$ cat src/hdl/lms_pkg.sv
// Shared constants, message codes and types for the mutual exclusion site.
package lms_pkg;

  localparam int MAX_SITES  = 16;
  localparam int SITE_BITS  = $clog2(MAX_SITES);
  localparam int CNT_BITS   = SITE_BITS + 1;
  localparam int CLOCK_BITS = 32;

  // Message kinds
  localparam logic [1:0] KIND_RELEASE = 2'd0;
  localparam logic [1:0] KIND_REQUEST = 2'd1;
  localparam logic [1:0] KIND_GRANT   = 2'd2;

  // Local actions
  localparam logic [1:0] ACT_NONE    = 2'd0;
  localparam logic [1:0] ACT_EVENT   = 2'd1;
  localparam logic [1:0] ACT_REQUEST = 2'd2;

  // Configuration register indexes
  localparam logic [1:0] CFG_SITE_ID    = 2'd0;
  localparam logic [1:0] CFG_SITE_COUNT = 2'd1;
  localparam logic [1:0] CFG_HOLD_TICKS = 2'd2;

  typedef struct packed {
    logic [CLOCK_BITS-1:0] max_inc;  // max(a, b) + 1, wrapping
    logic                  a_lt_b;   // a < b, unsigned
  } alu_res_t;

endpackage

$ cat src/hdl/lms_alu.sv
// Shared clock unit: one unsigned compare feeding a max-plus-one incrementer.
module lms_alu (
  input  logic [lms_pkg::CLOCK_BITS-1:0] a,
  input  logic [lms_pkg::CLOCK_BITS-1:0] b,
  output lms_pkg::alu_res_t              res
);

  logic                          lt;
  logic [lms_pkg::CLOCK_BITS-1:0] larger;

  assign lt          = a < b;
  assign larger      = lt ? b : a;
  assign res.a_lt_b  = lt;
  assign res.max_inc = larger + lms_pkg::CLOCK_BITS'(1);

endmodule

$ cat src/hdl/lamport_mutex_site.sv
// Top level of one site of a Lamport distributed mutual exclusion scheme.
//
// One input item on the s_axis channel is one tick: a local action and an
// optional received message. For every tick the m_axis channel carries one
// to three result items, in the order request, grant, release; a tick that
// sends nothing yields one quiet item with send_valid low. tlast marks the
// final item of the tick, and every item of a tick reports the logical clock
// and critical-section flag as they stand at the end of that tick.
// Config writes (cfg_wr_en/cfg_index/cfg_wdata) are taken at any edge and
// must only happen while the site is idle.
// Timing: s_axis_tready is high only in the idle state. A tick walks through
// local action, message, a scan of all site entries, entry and hold steps,
// all on one shared compare/increment unit. The scan reads the stamp memory
// one entry per cycle (registered read) and is skipped when the site cannot
// enter anyway. If the receiver stalls, the output register holds the item
// and the sequencer waits; the next tick can be accepted while the final
// item of the previous one is still waiting. Reset clears the clock, all
// pending and grant flags, the hold state and the config to its defaults.
module lamport_mutex_site (
  input  logic        clk,
  input  logic        rst,
  // Configuration write port
  input  logic        cfg_wr_en,
  input  logic [1:0]  cfg_index,
  input  logic [4:0]  cfg_wdata,
  // Tick input
  input  logic        s_axis_tvalid,
  output logic        s_axis_tready,
  // [0] msg_valid, [4:1] msg_sender, [36:5] msg_clock, [40:37] msg_target,
  // [41] msg_broadcast, [47:42] zero
  input  logic [47:0] s_axis_tdata,
  // [1:0] local_action, [3:2] msg_kind
  input  logic [3:0]  s_axis_tuser,
  // Result output
  output logic        m_axis_tvalid,
  input  logic        m_axis_tready,
  // [0] send_valid, [32:1] send_clock, [36:33] send_target, [37] send_broadcast,
  // [69:38] clock_now, [70] in_critical, [71] zero
  output logic [71:0] m_axis_tdata,
  // [1:0] send_kind
  output logic [1:0]  m_axis_tuser,
  output logic        m_axis_tlast
);

  localparam int SB = lms_pkg::SITE_BITS;
  localparam int CB = lms_pkg::CNT_BITS;
  localparam int KB = lms_pkg::CLOCK_BITS;
  localparam int NS = lms_pkg::MAX_SITES;

  // Sequencer states
  localparam logic [2:0] ST_IDLE  = 3'd0;
  localparam logic [2:0] ST_LOCAL = 3'd1;
  localparam logic [2:0] ST_MSG   = 3'd2;
  localparam logic [2:0] ST_MSG2  = 3'd3;
  localparam logic [2:0] ST_SCAN  = 3'd4;
  localparam logic [2:0] ST_ENTER = 3'd5;
  localparam logic [2:0] ST_HOLD  = 3'd6;
  localparam logic [2:0] ST_OUT   = 3'd7;

  // Config
  logic [SB-1:0] site_id;
  logic [CB-1:0] site_count;
  logic [3:0]    hold_ticks;

  // Site state
  logic [KB-1:0] logical_clock;
  logic [NS-1:0] request_pending;
  logic [NS-1:0] grant_seen;
  logic          holding;
  logic [3:0]    hold_count;
  logic [KB-1:0] stamp_mem [NS];
  logic [KB-1:0] rd_data;

  logic [2:0]    state;

  // Latched tick
  logic [1:0]    act;
  logic          mv;
  logic [1:0]    kind;
  logic [SB-1:0] sender;
  logic [KB-1:0] mclk;
  logic [SB-1:0] target;
  logic          bc;

  // Scan
  logic [CB-1:0] scan_idx;
  logic          cmp_valid;
  logic [SB-1:0] cmp_idx;
  logic          found;
  logic [KB-1:0] best;
  logic [SB-1:0] pos;

  // Pending result items of this tick
  logic          emit_req, emit_gnt, emit_rel;
  logic [KB-1:0] req_clk, gnt_clk, rel_clk;
  logic [SB-1:0] gnt_tgt;

  // Output register
  logic          out_sv;
  logic [1:0]    out_kind;
  logic [KB-1:0] out_clk;
  logic [SB-1:0] out_tgt;
  logic          out_bc;
  logic [KB-1:0] out_now;
  logic          out_crit;
  logic          out_last;

  // Shared unit
  logic [KB-1:0]     alu_a, alu_b;
  lms_pkg::alu_res_t alu;

  lms_alu u_alu (
    .a   (alu_a),
    .b   (alu_b),
    .res (alu)
  );

  // Effective site count: 0 acts as 1, saturates at the site limit
  logic [CB-1:0] n_eff;
  logic          self_ok, sender_ok;
  logic [NS-1:0] site_mask;
  logic          all_granted;
  logic          scan_skip;
  logic          out_free;

  always_comb begin
    if (site_count == '0) begin
      n_eff = CB'(1);
    end else if (site_count > CB'(NS)) begin
      n_eff = CB'(NS);
    end else begin
      n_eff = site_count;
    end
  end

  assign self_ok   = {1'b0, site_id} < n_eff;
  assign sender_ok = {1'b0, sender} < n_eff;

  always_comb begin
    for (int i = 0; i < NS; i++) begin
      site_mask[i] = CB'(i) < n_eff;
    end
  end

  assign all_granted = &(grant_seen | ~site_mask);
  // The site cannot enter: no need to walk the entries
  assign scan_skip   = holding || !self_ok || !request_pending[site_id] || !all_granted;
  assign out_free    = !m_axis_tvalid || m_axis_tready;

  always_comb begin
    alu_a = logical_clock;
    alu_b = '0;
    case (state)
      ST_MSG:  alu_b = mclk;
      ST_SCAN: begin
        alu_a = rd_data;
        alu_b = best;
      end
      default: alu_b = '0;
    endcase
  end

  // Stamp memory write: own request in the local step, received request in
  // the message step
  logic          mem_we;
  logic [SB-1:0] mem_waddr;
  logic [KB-1:0] mem_wdata;

  always_comb begin
    mem_we    = 1'b0;
    mem_waddr = site_id;
    mem_wdata = alu.max_inc;
    if (state == ST_LOCAL && act == lms_pkg::ACT_REQUEST &&
        !(self_ok && request_pending[site_id]) && self_ok) begin
      mem_we = 1'b1;
    end else if (state == ST_MSG && mv && sender_ok && kind == lms_pkg::KIND_REQUEST) begin
      mem_we    = 1'b1;
      mem_waddr = sender;
      mem_wdata = mclk;
    end
  end

  always_ff @(posedge clk) begin
    if (mem_we) begin
      stamp_mem[mem_waddr] <= mem_wdata;
    end
    if (state == ST_SCAN) begin
      rd_data <= stamp_mem[scan_idx[SB-1:0]];
    end
  end

  // Config registers
  always_ff @(posedge clk) begin
    if (rst) begin
      site_id    <= '0;
      site_count <= CB'(2);
      hold_ticks <= 4'd5;
    end else if (cfg_wr_en) begin
      case (cfg_index)
        lms_pkg::CFG_SITE_ID:    site_id    <= cfg_wdata[SB-1:0];
        lms_pkg::CFG_SITE_COUNT: site_count <= cfg_wdata[CB-1:0];
        lms_pkg::CFG_HOLD_TICKS: hold_ticks <= cfg_wdata[3:0];
        default: ;
      endcase
    end
  end

  assign s_axis_tready = (state == ST_IDLE);

  // Sequencer
  always_ff @(posedge clk) begin
    if (rst) begin
      state           <= ST_IDLE;
      logical_clock   <= '0;
      request_pending <= '0;
      grant_seen      <= '0;
      holding         <= 1'b0;
      hold_count      <= '0;
      emit_req        <= 1'b0;
      emit_gnt        <= 1'b0;
      emit_rel        <= 1'b0;
      cmp_valid       <= 1'b0;
      found           <= 1'b0;
      scan_idx        <= '0;
      m_axis_tvalid   <= 1'b0;
    end else begin
      if (m_axis_tvalid && m_axis_tready) begin
        m_axis_tvalid <= 1'b0;
      end

      case (state)
        ST_IDLE: begin
          if (s_axis_tvalid) begin
            act    <= s_axis_tuser[1:0];
            kind   <= s_axis_tuser[3:2];
            mv     <= s_axis_tdata[0];
            sender <= s_axis_tdata[4:1];
            mclk   <= s_axis_tdata[36:5];
            target <= s_axis_tdata[40:37];
            bc     <= s_axis_tdata[41];
            state  <= ST_LOCAL;
          end
        end

        ST_LOCAL: begin
          scan_idx  <= '0;
          cmp_valid <= 1'b0;
          found     <= 1'b0;
          if (act == lms_pkg::ACT_EVENT) begin
            if (!holding) begin
              logical_clock <= alu.max_inc;
            end
          end else if (act == lms_pkg::ACT_REQUEST) begin
            if (!(self_ok && request_pending[site_id])) begin
              logical_clock <= alu.max_inc;
              emit_req      <= 1'b1;
              req_clk       <= alu.max_inc;
              if (self_ok) begin
                request_pending[site_id] <= 1'b1;
                grant_seen[site_id]      <= 1'b1;
              end
            end
          end
          state <= ST_MSG;
        end

        ST_MSG: begin
          state <= ST_SCAN;
          if (mv && sender_ok) begin
            case (kind)
              lms_pkg::KIND_RELEASE: begin
                logical_clock           <= alu.max_inc;
                request_pending[sender] <= 1'b0;
              end
              lms_pkg::KIND_REQUEST: begin
                logical_clock           <= alu.max_inc;
                request_pending[sender] <= 1'b1;
                state                   <= ST_MSG2;
              end
              lms_pkg::KIND_GRANT: begin
                if (!bc && target == site_id) begin
                  logical_clock      <= alu.max_inc;
                  grant_seen[sender] <= 1'b1;
                end
              end
              default: ;
            endcase
          end
        end

        ST_MSG2: begin
          // Grant answer to a received request
          logical_clock <= alu.max_inc;
          emit_gnt      <= 1'b1;
          gnt_clk       <= alu.max_inc;
          gnt_tgt       <= sender;
          state         <= ST_SCAN;
        end

        ST_SCAN: begin
          if (scan_skip) begin
            state <= ST_HOLD;
          end else begin
            // Compare the entry read last cycle, ties keep the lower index
            if (cmp_valid && request_pending[cmp_idx] && (!found || alu.a_lt_b)) begin
              found <= 1'b1;
              best  <= rd_data;
              pos   <= cmp_idx;
            end
            if (scan_idx < n_eff) begin
              cmp_idx   <= scan_idx[SB-1:0];
              cmp_valid <= 1'b1;
              scan_idx  <= scan_idx + CB'(1);
            end else begin
              cmp_valid <= 1'b0;
              if (!cmp_valid) begin
                state <= (found && pos == site_id) ? ST_ENTER : ST_HOLD;
              end
            end
          end
        end

        ST_ENTER: begin
          logical_clock <= alu.max_inc;
          holding       <= 1'b1;
          state         <= ST_HOLD;
        end

        ST_HOLD: begin
          if (holding) begin
            if (hold_count >= hold_ticks) begin
              logical_clock <= alu.max_inc;
              emit_rel      <= 1'b1;
              rel_clk       <= alu.max_inc;
              if (self_ok) begin
                request_pending[site_id] <= 1'b0;
              end
              grant_seen <= '0;
              holding    <= 1'b0;
              hold_count <= '0;
            end else begin
              hold_count <= hold_count + 4'd1;
            end
          end
          state <= ST_OUT;
        end

        ST_OUT: begin
          if (out_free) begin
            m_axis_tvalid <= 1'b1;
            out_now       <= logical_clock;
            out_crit      <= holding;
            out_sv        <= 1'b1;
            out_tgt       <= '0;
            out_bc        <= 1'b1;
            if (emit_req) begin
              emit_req <= 1'b0;
              out_kind <= lms_pkg::KIND_REQUEST;
              out_clk  <= req_clk;
              out_last <= !(emit_gnt || emit_rel);
              if (!(emit_gnt || emit_rel)) begin
                state <= ST_IDLE;
              end
            end else if (emit_gnt) begin
              emit_gnt <= 1'b0;
              out_kind <= lms_pkg::KIND_GRANT;
              out_clk  <= gnt_clk;
              out_tgt  <= gnt_tgt;
              out_bc   <= 1'b0;
              out_last <= !emit_rel;
              if (!emit_rel) begin
                state <= ST_IDLE;
              end
            end else if (emit_rel) begin
              emit_rel <= 1'b0;
              out_kind <= lms_pkg::KIND_RELEASE;
              out_clk  <= rel_clk;
              out_last <= 1'b1;
              state    <= ST_IDLE;
            end else begin
              // Quiet tick
              out_sv   <= 1'b0;
              out_kind <= lms_pkg::KIND_RELEASE;
              out_clk  <= '0;
              out_bc   <= 1'b0;
              out_last <= 1'b1;
              state    <= ST_IDLE;
            end
          end
        end

        default: state <= ST_IDLE;
      endcase
    end
  end

  assign m_axis_tdata = {1'b0, out_crit, out_now, out_bc, out_tgt, out_clk, out_sv};
  assign m_axis_tuser = out_kind;
  assign m_axis_tlast = out_last;

  // Hold counter only runs while the section is held
  a_hold_idle: assert property (@(posedge clk) disable iff (rst)
    !holding |-> hold_count == '0)
    else $error("hold counter nonzero outside the critical section");

  // Every queued result item is moved to the output register before the next tick is taken
  a_drained: assert property (@(posedge clk) disable iff (rst)
    state == ST_IDLE |-> !(emit_req || emit_gnt || emit_rel))
    else $error("result items left over at end of tick");

  // Leaving the section clears every collected grant
  a_release_clears: assert property (@(posedge clk) disable iff (rst)
    $fell(holding) |-> grant_seen == '0)
    else $error("grants kept across a release");

endmodule

$ cat config.mk
export PLATFORM = sky130hd
export DESIGN_NAME = lamport_mutex_site
export DESIGN_NICKNAME = d
export VERILOG_FILES = /design/src/hdl/lms_pkg.sv /design/src/hdl/lms_alu.sv /design/src/hdl/lamport_mutex_site.sv
export SDC_FILE = /design/constraint.sdc
export NUM_CORES = 1
export LEC_CHECK = 0
export BUFFER_PORTS_ARGS = -buffer_cell sky130_fd_sc_hd__buf_4
export CORE_MARGIN = 10
export CORE_UTILIZATION = 30
export DETAILED_ROUTE_END_ITERATION = 7
export PLACE_DENSITY = 0.5
export SLEW_MARGIN = 10
export SYNTH_ARGS = -nofsm -noshare
export SYNTH_HDL_FRONTEND = slang
export SYNTH_SLANG_ARGS = --single-unit
export TNS_END_PERCENT = 1
$ cat constraint.sdc
create_clock -name clk -period 8.1 [get_ports clk]
set_input_delay 1.215 -clock clk [delete_from_list [all_inputs] [get_ports clk]]
set_output_delay 1.215 -clock clk [all_outputs]
set_load 0.1 [all_outputs]
==> qor.csv, run 1 <==
stage;metric;value;unit
setup_path;crit-path cells;buf_4 > nand3b_1 > a21oi_1 > inv_1 > ha_1 > nand4_1 > nor3_1 > o211ai_2 > nand2_4 > mux2i_1 > ha_1 > inv_1 > a221oi_1 > nand4_1 > nor4b_2 > xor2_1 > mux2i_1 > mux2_2;
route;drt total wl;114000;microns
yosys;cell count after synthesis;2477;
yosys;Synth top area share;62.3;%
timing;Final Hold Slack;0.452;ns
timing;Final WS setup;0.966;ns
power;worst vdd ir;0.337;mV
cells_and_area;Area Growth Syn to Fin;16.8;%
timing;Final Max Slew Viols;0;
cells_and_area;most common cell after layout, fill and taps aside;edfxtp_1;
timing;worst-margin pin slew;1.13;ns
cells_and_area;share of cells above drive strength 1;22.9;%
route;via/cell ratio;5.17;
setup_path;signal arrival time at the worst endpoint;7.60;ns
yosys;top_reg_cell synth;edfxtp_1;
cts;CTS HTree Levels;3;
timing;Final Hold Fails;0;
setup_path;Worst path slowest cell;mux2i_1;
setup_path;element type at the critical path start;flop;
flow_run;Max-Cap Viols;0;
floorplanning;Ports;141;
route;DR DRC count;0;
cts;Resized Gates After CTS;0;
setup_path;CP top delay family;simple AND/OR/NAND/NOR gates;
floorplanning;Core Region;128000;sq um
place;final RePlAce weighted congestion;0.908;
yosys;Post-Syn Area per Cell;15.6;sq um
global_route;first-pass GRT wire length;164000;microns
timing;period utilization;88.1;%
setup_path;CP peak stage delay;0.80;ns
yosys;Synth area leaders;edfxtp_1 62%, mux4_2 9.8%, dfxtp_1 5.0%, mux2i_1 1.8%, nand2_1 1.7%;
yosys;Syn. warnings;0;
timing;Slew headroom;24.7;%
yosys;Synth async-reset ratio;0;%
global_route;vias in the first global route;23018;
cts;buffers inserted during post-CTS setup optimization;0;
cells_and_area;FF+latch area;26100;sq um
cts;TritonCTS clock tree;yes;
yosys;net count after synthesis;2589;
place;I/O Buffers;133;
global_route;initial antenna violation count;3;
global_route;largest net degree at the start of global routing;89;
yosys;Distinct cells, synth;93;
timing;setup TNS;0;ns
cells_and_area;area of the multi-input gates;12000;sq um
route;DRT antenna net count;0;
floorplanning;die area;144000;sq um
yosys;Synth area leader;edfxtp_1;
cells_and_area;fin nets;2754;
place;Detailed Place HPWL;76000;microns
global_route;gr usage total;15.5;%
cts;Post-CTS Hold Fix Bufs;0;
cts;clock latency on the worst-skew pair;0.68;ns
setup_path;worst-path maximum fanout;53;
power;P_leak;14.7;nW
cts;CTS sink count;900;
power;P per Cell Area;384;nW/um^2
global_route;global route total overflow;0;
yosys;Post-Syn Area;38700;sq um
cells_and_area;filler instances;12188;
cts;CTS buffer count;97;
route;WL/cell;25.6;microns
place;post-place setup slack;0.982;ns
timing;FMAX;0.140;GHz
yosys;Post-synth EDFFs;804;
timing;Setup Skew;0.0260;ns
route;detailed-route via count;23059;
timing;final setup fails;0;
timing;unrepaired setup endpoints after global routing;false;
cts;CTS Buffer Depth;3;
cts;Root Driver;clkbuf_16;
floorplanning;Site Rows;131;
setup_path;Crit. End Element;flop;
setup_path;setup slack, reg-to-reg;0.97;ns
route;Initial DRC Count;1840;
floorplanning;Initial Util;30.3;%
cells_and_area;commonest cells after routing, fill and taps aside;804 x edfxtp_1, 208 x buf_4, 176 x nand2_1;
run_status;status;completed;
cts;clock slew at reported path FFs;0.06;ns
hold_path;Min-Delay Path Class;reg2reg;
route;TritonRoute pass-1 iters;5;
yosys;Yosys reg bits;900;
timing;Final min period;7.13;ns
setup_path;Critical Path RT;8.57;ns
setup_path;crit path buf inv count;3;
floorplanning;Die Ht;379;microns
floorplanning;Die Width;379;microns
setup_path;critical path type;reg2reg;
yosys;Seq/Total Area, Yosys;67.3;%
[cell usage after synthesis, types with 24 or more instances]
cell      count
nand3_1      55
mux2i_1      68
a21oi_1      73
nand3b_1     35
nor2_1      120
clkbuf_1     96
o21ai_0      67
a31oi_1      26
inv_1        49
mux4_2      169
dfxtp_1      96
edfxtp_1    804
xnor2_1      34
nor3_1       52
nand4_1      27
mux2_2       35
nand2_1     177
a22oi_1      50
ha_1         48
and3_1       24
[per-stage QoR]
stage / util [%] / instance area [sq um] / instances / total power (W)
floorplan: - / 38700 / 2477 / 0.0105
global placement: 32.8 / 42000 / 4271 / 0.0128
detailed placement: 32.8 / 42000 / 4271 / 0.0130
CTS: 35.3 / 45200 / 4452 / 0.0175
global route: 35.3 / 45200 / 4453 / 0.0182
finish: 35.4 / 45300 / 4456 / 0.0174
[final cells by class]
type	count	area share (%)
Inverter	53	0.445
Antenna cell	3	0.0166
Tap cell	1729	4.78
Clock buffer	123	5.69
Sequential cell	900	57.6
Timing Repair Buffer	209	3.49
Multi-Input combinational cell	1381	26.6
Clock inverter	58	1.37
[cells by family after synthesis]
logic type	synth area share, %
DFF	67.3
and+or+nand+nor	8.10
AOI/OAI and AO/OA	6.85
muxes	12.8
buffers and inverters	2.12
xor gates and xnor gates	1.24
adders and majority gates	1.60
other	0.00968
[path summary, 6_finish.rpt]
kind                               startpoint          endpoint  cells after the start
worst max-delay path                 state[2]  stamp_mem[3][24]                     18
worst min-delay path            grant_seen[6]     grant_seen[6]                      2
worst min register to register  grant_seen[6]     grant_seen[6]                      2
worst max register to register       state[2]  stamp_mem[3][24]                     18
[flip-flops by register name, indices dropped and copies added, names as in the netlist, 5 cells and up]
| signal | count |
|---|---|
| rd_data | 32 |
| out_clk | 32 |
| stamp_mem | 512 |
| best | 32 |
| req_clk | 32 |
| scan_idx | 5 |
| site_count | 5 |
| gnt_clk | 32 |
| mclk | 32 |
| logical_clock | 32 |
| out_now | 32 |
| rel_clk | 32 |
| grant_seen | 16 |
| request_pending | 16 |
[worst min-delay path, stage by stage, from the launching register on]
cell     delay [ns]
dfxtp_1        0.31
inv_1          0.05
a21oi_1        0.05
[routing by layer]
layer	GRT usage (%)	vias up	share of wire, %
met3	2.39	156	5.0
met2	24.9	773	47
met1	21.7	11950	46
met4	3.99	0	2.0
li1	-	10180	-
met5	0	-	0
[where the power goes]
part	leakage [nW]	internal (W)	total [W]	switching (W)
clock network	1.54	0.00261	0.00446	0.00185
registers	8.15	0.00694	0.00725	0.000309
logic	4.97	0.00153	0.00567	0.00415
Power figures use the tool's default switching activity.
==> run 2, diff against run 1 <==
--- a/config.mk
+++ b/config.mk
@@ -7,9 +7,9 @@
 export LEC_CHECK = 0
 export BUFFER_PORTS_ARGS = -buffer_cell sky130_fd_sc_hd__buf_4
 export CORE_MARGIN = 10
-export CORE_UTILIZATION = 30
+export CORE_UTILIZATION = 25
 export DETAILED_ROUTE_END_ITERATION = 7
-export PLACE_DENSITY = 0.5
+export PLACE_DENSITY = 0.44
 export SLEW_MARGIN = 10
 export SYNTH_ARGS = -nofsm -noshare
 export SYNTH_HDL_FRONTEND = slang
==> run 2 against run 1 <==
Compared with the run above: via count down 0.73%; sequential power about the same; register-to-register slack worse by 0.15 ns; largest cell class unchanged; global-route usage down 2.2 points; final area up 0.73%.
==> qor.csv, run 2 (synthesized netlist as in run 1, its figures left out) <==
stage;metric;value;unit;change
cts;TritonCTS clock tree;yes;;unchanged
setup_path;CP peak stage delay;0.98;ns;was 0.80 ns
timing;Slew headroom;21.3;%;was 24.7%
cells_and_area;most common cell after layout, fill and taps aside;edfxtp_1;;unchanged
route;TritonRoute pass-1 iters;5;;unchanged
setup_path;critical path type;reg2reg;;unchanged
route;Initial DRC Count;1660;;was 1840
timing;FMAX;0.137;GHz;was 0.140 GHz
cts;clock slew at reported path FFs;0.06;ns;about the same
route;drt total wl;116000;microns;was 114000 microns
place;Placement Cell Area;42400;sq um;was 42000 sq um
power;worst vdd ir;0.473;mV;was 0.337 mV
setup_path;element type at the critical path start;flop;;unchanged
cells_and_area;Largest Register;stamp_mem;;unchanged
global_route;initial antenna violation count;5;;was 3
setup_path;signal arrival time at the worst endpoint;7.59;ns;was 7.60 ns
power;P per Cell Area;377;nW/um^2;was 384 nW/um^2
route;detailed-route via count;22890;;was 23059
cts;Resized Gates After CTS;0;;unchanged
setup_path;Crit. End Element;flop;;unchanged
floorplanning;Ports;141;;unchanged
global_route;first-pass GRT wire length;168000;microns;was 164000 microns
floorplanning;die area;171000;sq um;was 144000 sq um
timing;period utilization;89.9;%;was 88.1%
power;P_leak;14.6;nW;was 14.7 nW
floorplanning;Site Rows;144;;was 131
cells_and_area;Largest register FFs;512;;unchanged
setup_path;Worst path slowest cell;o211ai_1;;was mux2i_1
cells_and_area;Area Growth Syn to Fin;17.6;%;was 16.8%
route;DR DRC count;0;;unchanged
flow_run;Max-Cap Viols;0;;unchanged
cts;CTS Buffer Depth;3;;unchanged
setup_path;worst-path maximum fanout;19;;was 53
timing;Final min period;7.29;ns;was 7.13 ns
global_route;global route total overflow;0;;unchanged
cts;clock latency on the worst-skew pair;0.70;ns;was 0.68 ns
cells_and_area;share of cells above drive strength 1;22.8;%;was 22.9%
power;Pwr Total;0.0172;W;was 0.0174 W
cts;CTS sink count;900;;unchanged
cts;buffers inserted during post-CTS setup optimization;0;;unchanged
place;I/O Buffers;133;;unchanged
cts;CTS buffer count;100;;was 97
cells_and_area;final core occ;29.6;%;was 35.4%
route;via/cell ratio;4.80;;was 5.17
hold_path;Min-Delay Path Class;reg2reg;;unchanged
global_route;largest net degree at the start of global routing;73;;was 89
global_route;vias in the first global route;23322;;was 23018
place;final RePlAce weighted congestion;0.863;;was 0.908
floorplanning;Die Width;414;microns;was 379 microns
route;DRT antenna net count;0;;unchanged
timing;setup TNS;0;ns;unchanged
global_route;gr usage total;13.2;%;was 15.5%
timing;final setup fails;0;;unchanged
setup_path;Critical Path RT;8.41;ns;was 8.57 ns
cts;Root Driver;clkbuf_16;;unchanged
timing;worst-margin pin slew;1.18;ns;was 1.13 ns
route;WL/cell;24.3;microns;was 25.6 microns
floorplanning;Initial Util;25.2;%;was 30.3%
cells_and_area;fin area;45600;sq um;was 45300 sq um
cts;CTS HTree Levels;3;;unchanged
timing;Final Max Slew Viols;0;;unchanged
timing;unrepaired setup endpoints after global routing;false;;unchanged
cts;Post-CTS Hold Fix Bufs;0;;unchanged
floorplanning;Die Ht;414;microns;was 379 microns
timing;Setup Skew;0.0351;ns;was 0.0260 ns
timing;Final Hold Fails;0;;unchanged
setup_path;crit-path cells;or3b_1 > inv_4 > buf_4 > mux2i_1 > clkinv_1 > ha_1 > nand4_1 > nor3_1 > o211ai_2 > nand2_4 > mux2i_1 > ha_1 > inv_1 > a221oi_1 > nand4_1 > nor4b_2 > nor4b_2 > xor2_1 > o211ai_1;;was buf_4 > nand3b_1 > a21oi_1 > inv_1 > ha_1 > nand4_1 > nor3_1 > o211ai_2 > nand2_4 > mux2i_1 > ha_1 > inv_1 > a221oi_1 > nand4_1 > nor4b_2 > xor2_1 > mux2i_1 > mux2_2
cells_and_area;commonest cells after routing, fill and taps aside;804 x edfxtp_1, 204 x buf_4, 176 x nand2_1;;was 804 x edfxtp_1, 208 x buf_4, 176 x nand2_1
place;Detailed Place HPWL;79000;microns;was 76000 microns
cells_and_area;fin nets;2754;;unchanged
run_status;status;completed;;unchanged
floorplanning;Core Region;154000;sq um;was 128000 sq um
timing;Final Hold Slack;0.457;ns;was 0.452 ns
run 2: cell count changes in the layout (fill, tap and decap cells not counted), moves of 2 or more:
cell / before / now
clkbuf_1: 22 / 19
buf_4: 208 / 204
clkinv_1: 21 / 23
inv_6: 9 / 4
clkinv_2: 11 / 17
clkinvlp_4: 6 / 4
bufinv_16: 11 / 6
clkbuf_16: 98 / 102
clkinv_8: 1 / 3
run 2: worst max-delay path, delay by kind of cell (launching register included):
kind | cells | cell delay [ns]
AND/OR/NAND/NOR | 7 | 2.34
AO/OA/AOI/OAI | 3 | 1.71
buffers and inverters | 4 | 0.94
adder cells (fa/ha/maj) | 2 | 0.65
multiplexers | 2 | 0.63
flip-flops | 1 | 0.40
XOR/XNOR | 1 | 0.20
run 2: path summary, 6_finish.rpt:
check,start,end,slack (ns),cells past startpoint
setup reg to reg,state[1],stamp_mem[6][28],0.81,19
setup / recovery,state[1],stamp_mem[6][28],0.81,19
hold / removal,grant_seen[6],grant_seen[6],0.46,2
hold reg to reg,grant_seen[6],grant_seen[6],0.46,2
run 2: cell type report:
type,count,area (sq um)
Tap cell,2044,2560
Inverter,53,201
Timing Repair Buffer,206,1570
Multi-Input combinational cell,1381,12000
Fill cell,15322,108000
Clock inverter,56,472
Clock buffer,125,2680
Sequential cell,900,26100
Antenna cell,2,5.00
run 2: per-stage QoR:
| stage | instances | setup WS [ns] |
|---|---|---|
| after CTS | 4765 | 0.814 |
| after floorplan | 2477 | 0.819 |
| after global placement | 4584 | 1.03 |
| after global routing | 4765 | 0.324 |
| final | 4767 | 0.814 |
| after detailed placement | 4584 | 0.865 |
run 2: layer usage:
| layer | vias to the layer above | share of wire [%] | global-route usage [%] |
|---|---|---|---|
| li1 | 10181 | - | - |
| met1 | 11850 | 45 | 17.9 |
| met2 | 698 | 47 | 21.6 |
| met3 | 161 | 5.7 | 2.48 |
| met4 | 0 | 2.6 | 3.82 |
| met5 | - | 0 | 0 |
run 2: report_power, final:
part | internal (W) | switching, W | total [W]
Clock | 0.00253 | 0.00186 | 0.00438
Combinational | 0.00149 | 0.00405 | 0.00554
Sequential | 0.00696 | 0.000307 | 0.00726
Total | 0.0110 | 0.00622 | 0.0172
==> run 3, diff against run 2 <==
==> constraint.sdc (replaced) <==
create_clock -name clk -period 8.1 [get_ports clk]
set_input_delay 0.81 -clock clk [delete_from_list [all_inputs] [get_ports clk]]
set_output_delay 0.81 -clock clk [all_outputs]
set_load 0.1 [all_outputs]
==> run 3 against run 2 <==
Compared with the run above: clock skew is 0.0089 ns higher; worst hold slack worse by 0.18 ns; die area stayed put; clock power is 9.6% higher; sequential share of layout area is 0.45 points lower; critical path depth is 3 higher; register-to-register slack worse by 0.04 ns; utilization is 0.23 points higher; combinational power hardly changed; critical path type unchanged; largest cell class unchanged; highest routed layer unchanged.
==> qor.csv, run 3 (synthesized netlist as in run 1, its figures left out) <==
stage;metric;value;unit;change
setup_path;critical path type;reg2reg;;unchanged
cells_and_area;fin area;45900;sq um;was 45600 sq um
timing;period utilization;90.4;%;was 89.9%
cells_and_area;filler instances;15232;;was 15322
power;Pwr Total;0.0176;W;was 0.0172 W
place;I/O Buffers;133;;unchanged
cts;CTS Buffer Depth;3;;unchanged
cts;Root Driver;clkbuf_16;;unchanged
setup_path;Worst path slowest cell;a21oi_1;;was o211ai_1
setup_path;signal arrival time at the worst endpoint;7.68;ns;was 7.59 ns
timing;Final min period;7.32;ns;was 7.29 ns
route;TritonRoute pass-1 iters;6;;was 5
cells_and_area;Largest register FFs;512;;unchanged
place;Detailed Place HPWL;78300;microns;was 79000 microns
floorplanning;Site Rows;144;;unchanged
cts;CTS HTree Levels;3;;unchanged
cells_and_area;final core occ;29.8;%;was 29.6%
setup_path;reg2reg path depth;22;;was 19
cells_and_area;Area Growth Syn to Fin;18.6;%;was 17.6%
timing;Final Max Slew Viols;0;;unchanged
floorplanning;Die Ht;414;microns;unchanged
cells_and_area;area of the multi-input gates;12000;sq um;about the same
floorplanning;Initial Util;25.2;%;unchanged
power;worst vdd ir;0.387;mV;was 0.473 mV
timing;worst-margin pin slew;1.28;ns;was 1.18 ns
timing;Setup Skew;0.0440;ns;was 0.0351 ns
global_route;gr usage total;13.3;%;was 13.2%
setup_path;crit-path cells;or3b_1 > inv_4 > buf_4 > mux2i_1 > clkinv_1 > ha_1 > and4_1 > a221oi_1 > o2111ai_1 > nor2_2 > nor2_1 > a21oi_1 > ha_1 > inv_1 > a221oi_1 > nand4_1 > buf_4 > nor2_1 > xnor2_1 > mux2i_1 > buf_4 > a21oi_1;;was or3b_1 > inv_4 > buf_4 > mux2i_1 > clkinv_1 > ha_1 > nand4_1 > nor3_1 > o211ai_2 > nand2_4 > mux2i_1 > ha_1 > inv_1 > a221oi_1 > nand4_1 > nor4b_2 > nor4b_2 > xor2_1 > o211ai_1
cts;Post-CTS Hold Fix Bufs;0;;unchanged
cts;buffers inserted during post-CTS setup optimization;0;;unchanged
cts;clock latency on the worst-skew pair;0.73;ns;was 0.70 ns
setup_path;Crit. End Element;flop;;unchanged
global_route;global route total overflow;0;;unchanged
timing;FMAX;0.137;GHz;about the same
hold_path;Min-Delay Path Class;in2reg;;was reg2reg
setup_path;CP peak stage delay;0.80;ns;was 0.98 ns
hold_path;HP Start;s_axis_tdata[27];;was grant_seen[6]
cts;Resized Gates After CTS;0;;unchanged
cells_and_area;most common cell after layout, fill and taps aside;edfxtp_1;;unchanged
setup_path;Reg-to-Reg Start;state[1];;unchanged
setup_path;Critical Path RT;8.45;ns;was 8.41 ns
timing;final setup fails;0;;unchanged
floorplanning;Ports;141;;unchanged
floorplanning;Die Width;414;microns;unchanged
place;Placement Cell Area;42400;sq um;about the same
cells_and_area;FF+latch area;26100;sq um;unchanged
cts;CTS sink count;900;;unchanged
route;via/cell ratio;4.77;;was 4.80
timing;unrepaired setup endpoints after global routing;false;;unchanged
route;WL/cell;24.2;microns;was 24.3 microns
flow_run;Max-Cap Viols;0;;unchanged
setup_path;CP top delay family;compound AO/OA/AOI/OAI gates;;was simple AND/OR/NAND/NOR gates
cts;clock slew at reported path FFs;0.06;ns;about the same
cells_and_area;commonest cells after routing, fill and taps aside;804 x edfxtp_1, 209 x buf_4, 176 x nand2_1;;was 804 x edfxtp_1, 204 x buf_4, 176 x nand2_1
hold_path;WHS Path Cells;1;;was 2
route;DR DRC count;0;;unchanged
timing;Final Hold Fails;0;;unchanged
cts;TritonCTS clock tree;yes;;unchanged
run_status;status;completed;;unchanged
setup_path;crit-path most repeated cell;buf_4;;
floorplanning;die area;171000;sq um;unchanged
setup_path;r2r endpoint;stamp_mem[15][10];;was stamp_mem[6][28]
route;Initial DRC Count;1988;;was 1660
setup_path;element type at the critical path start;flop;;unchanged
floorplanning;Core Region;154000;sq um;unchanged
timing;Slew headroom;12.0;%;was 21.3%
setup_path;setup slack, reg-to-reg;0.78;ns;was 0.81 ns
route;DRT antenna net count;0;;unchanged
global_route;vias in the first global route;23490;;was 23322
global_route;largest net degree at the start of global routing;73;;unchanged
cells_and_area;fin nets;2757;;was 2754
route;drt total wl;116000;microns;about the same
cells_and_area;share of cells above drive strength 1;23.5;%;was 22.8%
setup_path;crit path buf inv count;6;;was 4
global_route;initial antenna violation count;8;;was 5
cells_and_area;Largest Register;stamp_mem;;unchanged
setup_path;worst-path maximum fanout;19;;unchanged
route;detailed-route via count;22807;;was 22890
hold_path;hold endpoint;mclk[22];;was grant_seen[6]
power;P per Cell Area;384;nW/um^2;was 377 nW/um^2
cts;CTS buffer count;99;;was 100
timing;setup TNS;0;ns;unchanged
place;final RePlAce weighted congestion;0.859;;was 0.863
power;P_leak;14.8;nW;was 14.6 nW
global_route;first-pass GRT wire length;169000;microns;was 168000 microns
==> run 3: power breakdown <==
group,internal [W],switching (W)
Combinational,0.00150,0.00406
Clock,0.00285,0.00195
Sequential,0.00695,0.000313
Total,0.0113,0.00632
==> run 3: per-layer routing <==
metal | global-route usage, % | part of all wire, % | vias up
li1 | - | - | 10180
met1 | 18.2 | 45 | 11755
met2 | 21.6 | 47 | 723
met3 | 2.23 | 5.8 | 149
met4 | 3.89 | 2.5 | 0
met5 | 0 | 0 | -
==> run 3: worst max-delay path by stage <==
stage	start	end	slack, ns	cells past startpoint
2_1_floorplan	rst	m_axis_tlast	1.22	3
3_3_place_gp	state[1]	stamp_mem[12][28]	0.93	20
3_5_place_dp	state[1]	stamp_mem[8][28]	0.79	20
4_1_cts	state[1]	stamp_mem[3][28]	0.75	20
5_1_grt	state[1]	stamp_mem[12][30]	0.42	21
6_report	state[1]	stamp_mem[15][10]	0.78	22
==> run 3: layout make-up <==
| cell class | instances | share of cell area [%] |
|---|---|---|
| clock buffer | 122 | 5.74 |
| multi-input combinational | 1381 | 26.2 |
| tap | 2044 | 5.57 |
| inverter | 53 | 0.438 |
| clock inverter | 66 | 1.84 |
| timing repair buffer | 210 | 3.46 |
| antenna | 4 | 0.0218 |
| sequential | 900 | 56.8 |
==> run 3: per-stage QoR <==
stage	cells	hold slack, ns	setup slack (ns)
floorplan	2477	0.406	1.22
global placement	4586	0.443	0.927
detailed placement	4586	0.448	0.790
CTS	4774	0.208	0.747
global route	4776	0.226	0.416
finish	4780	0.278	0.778
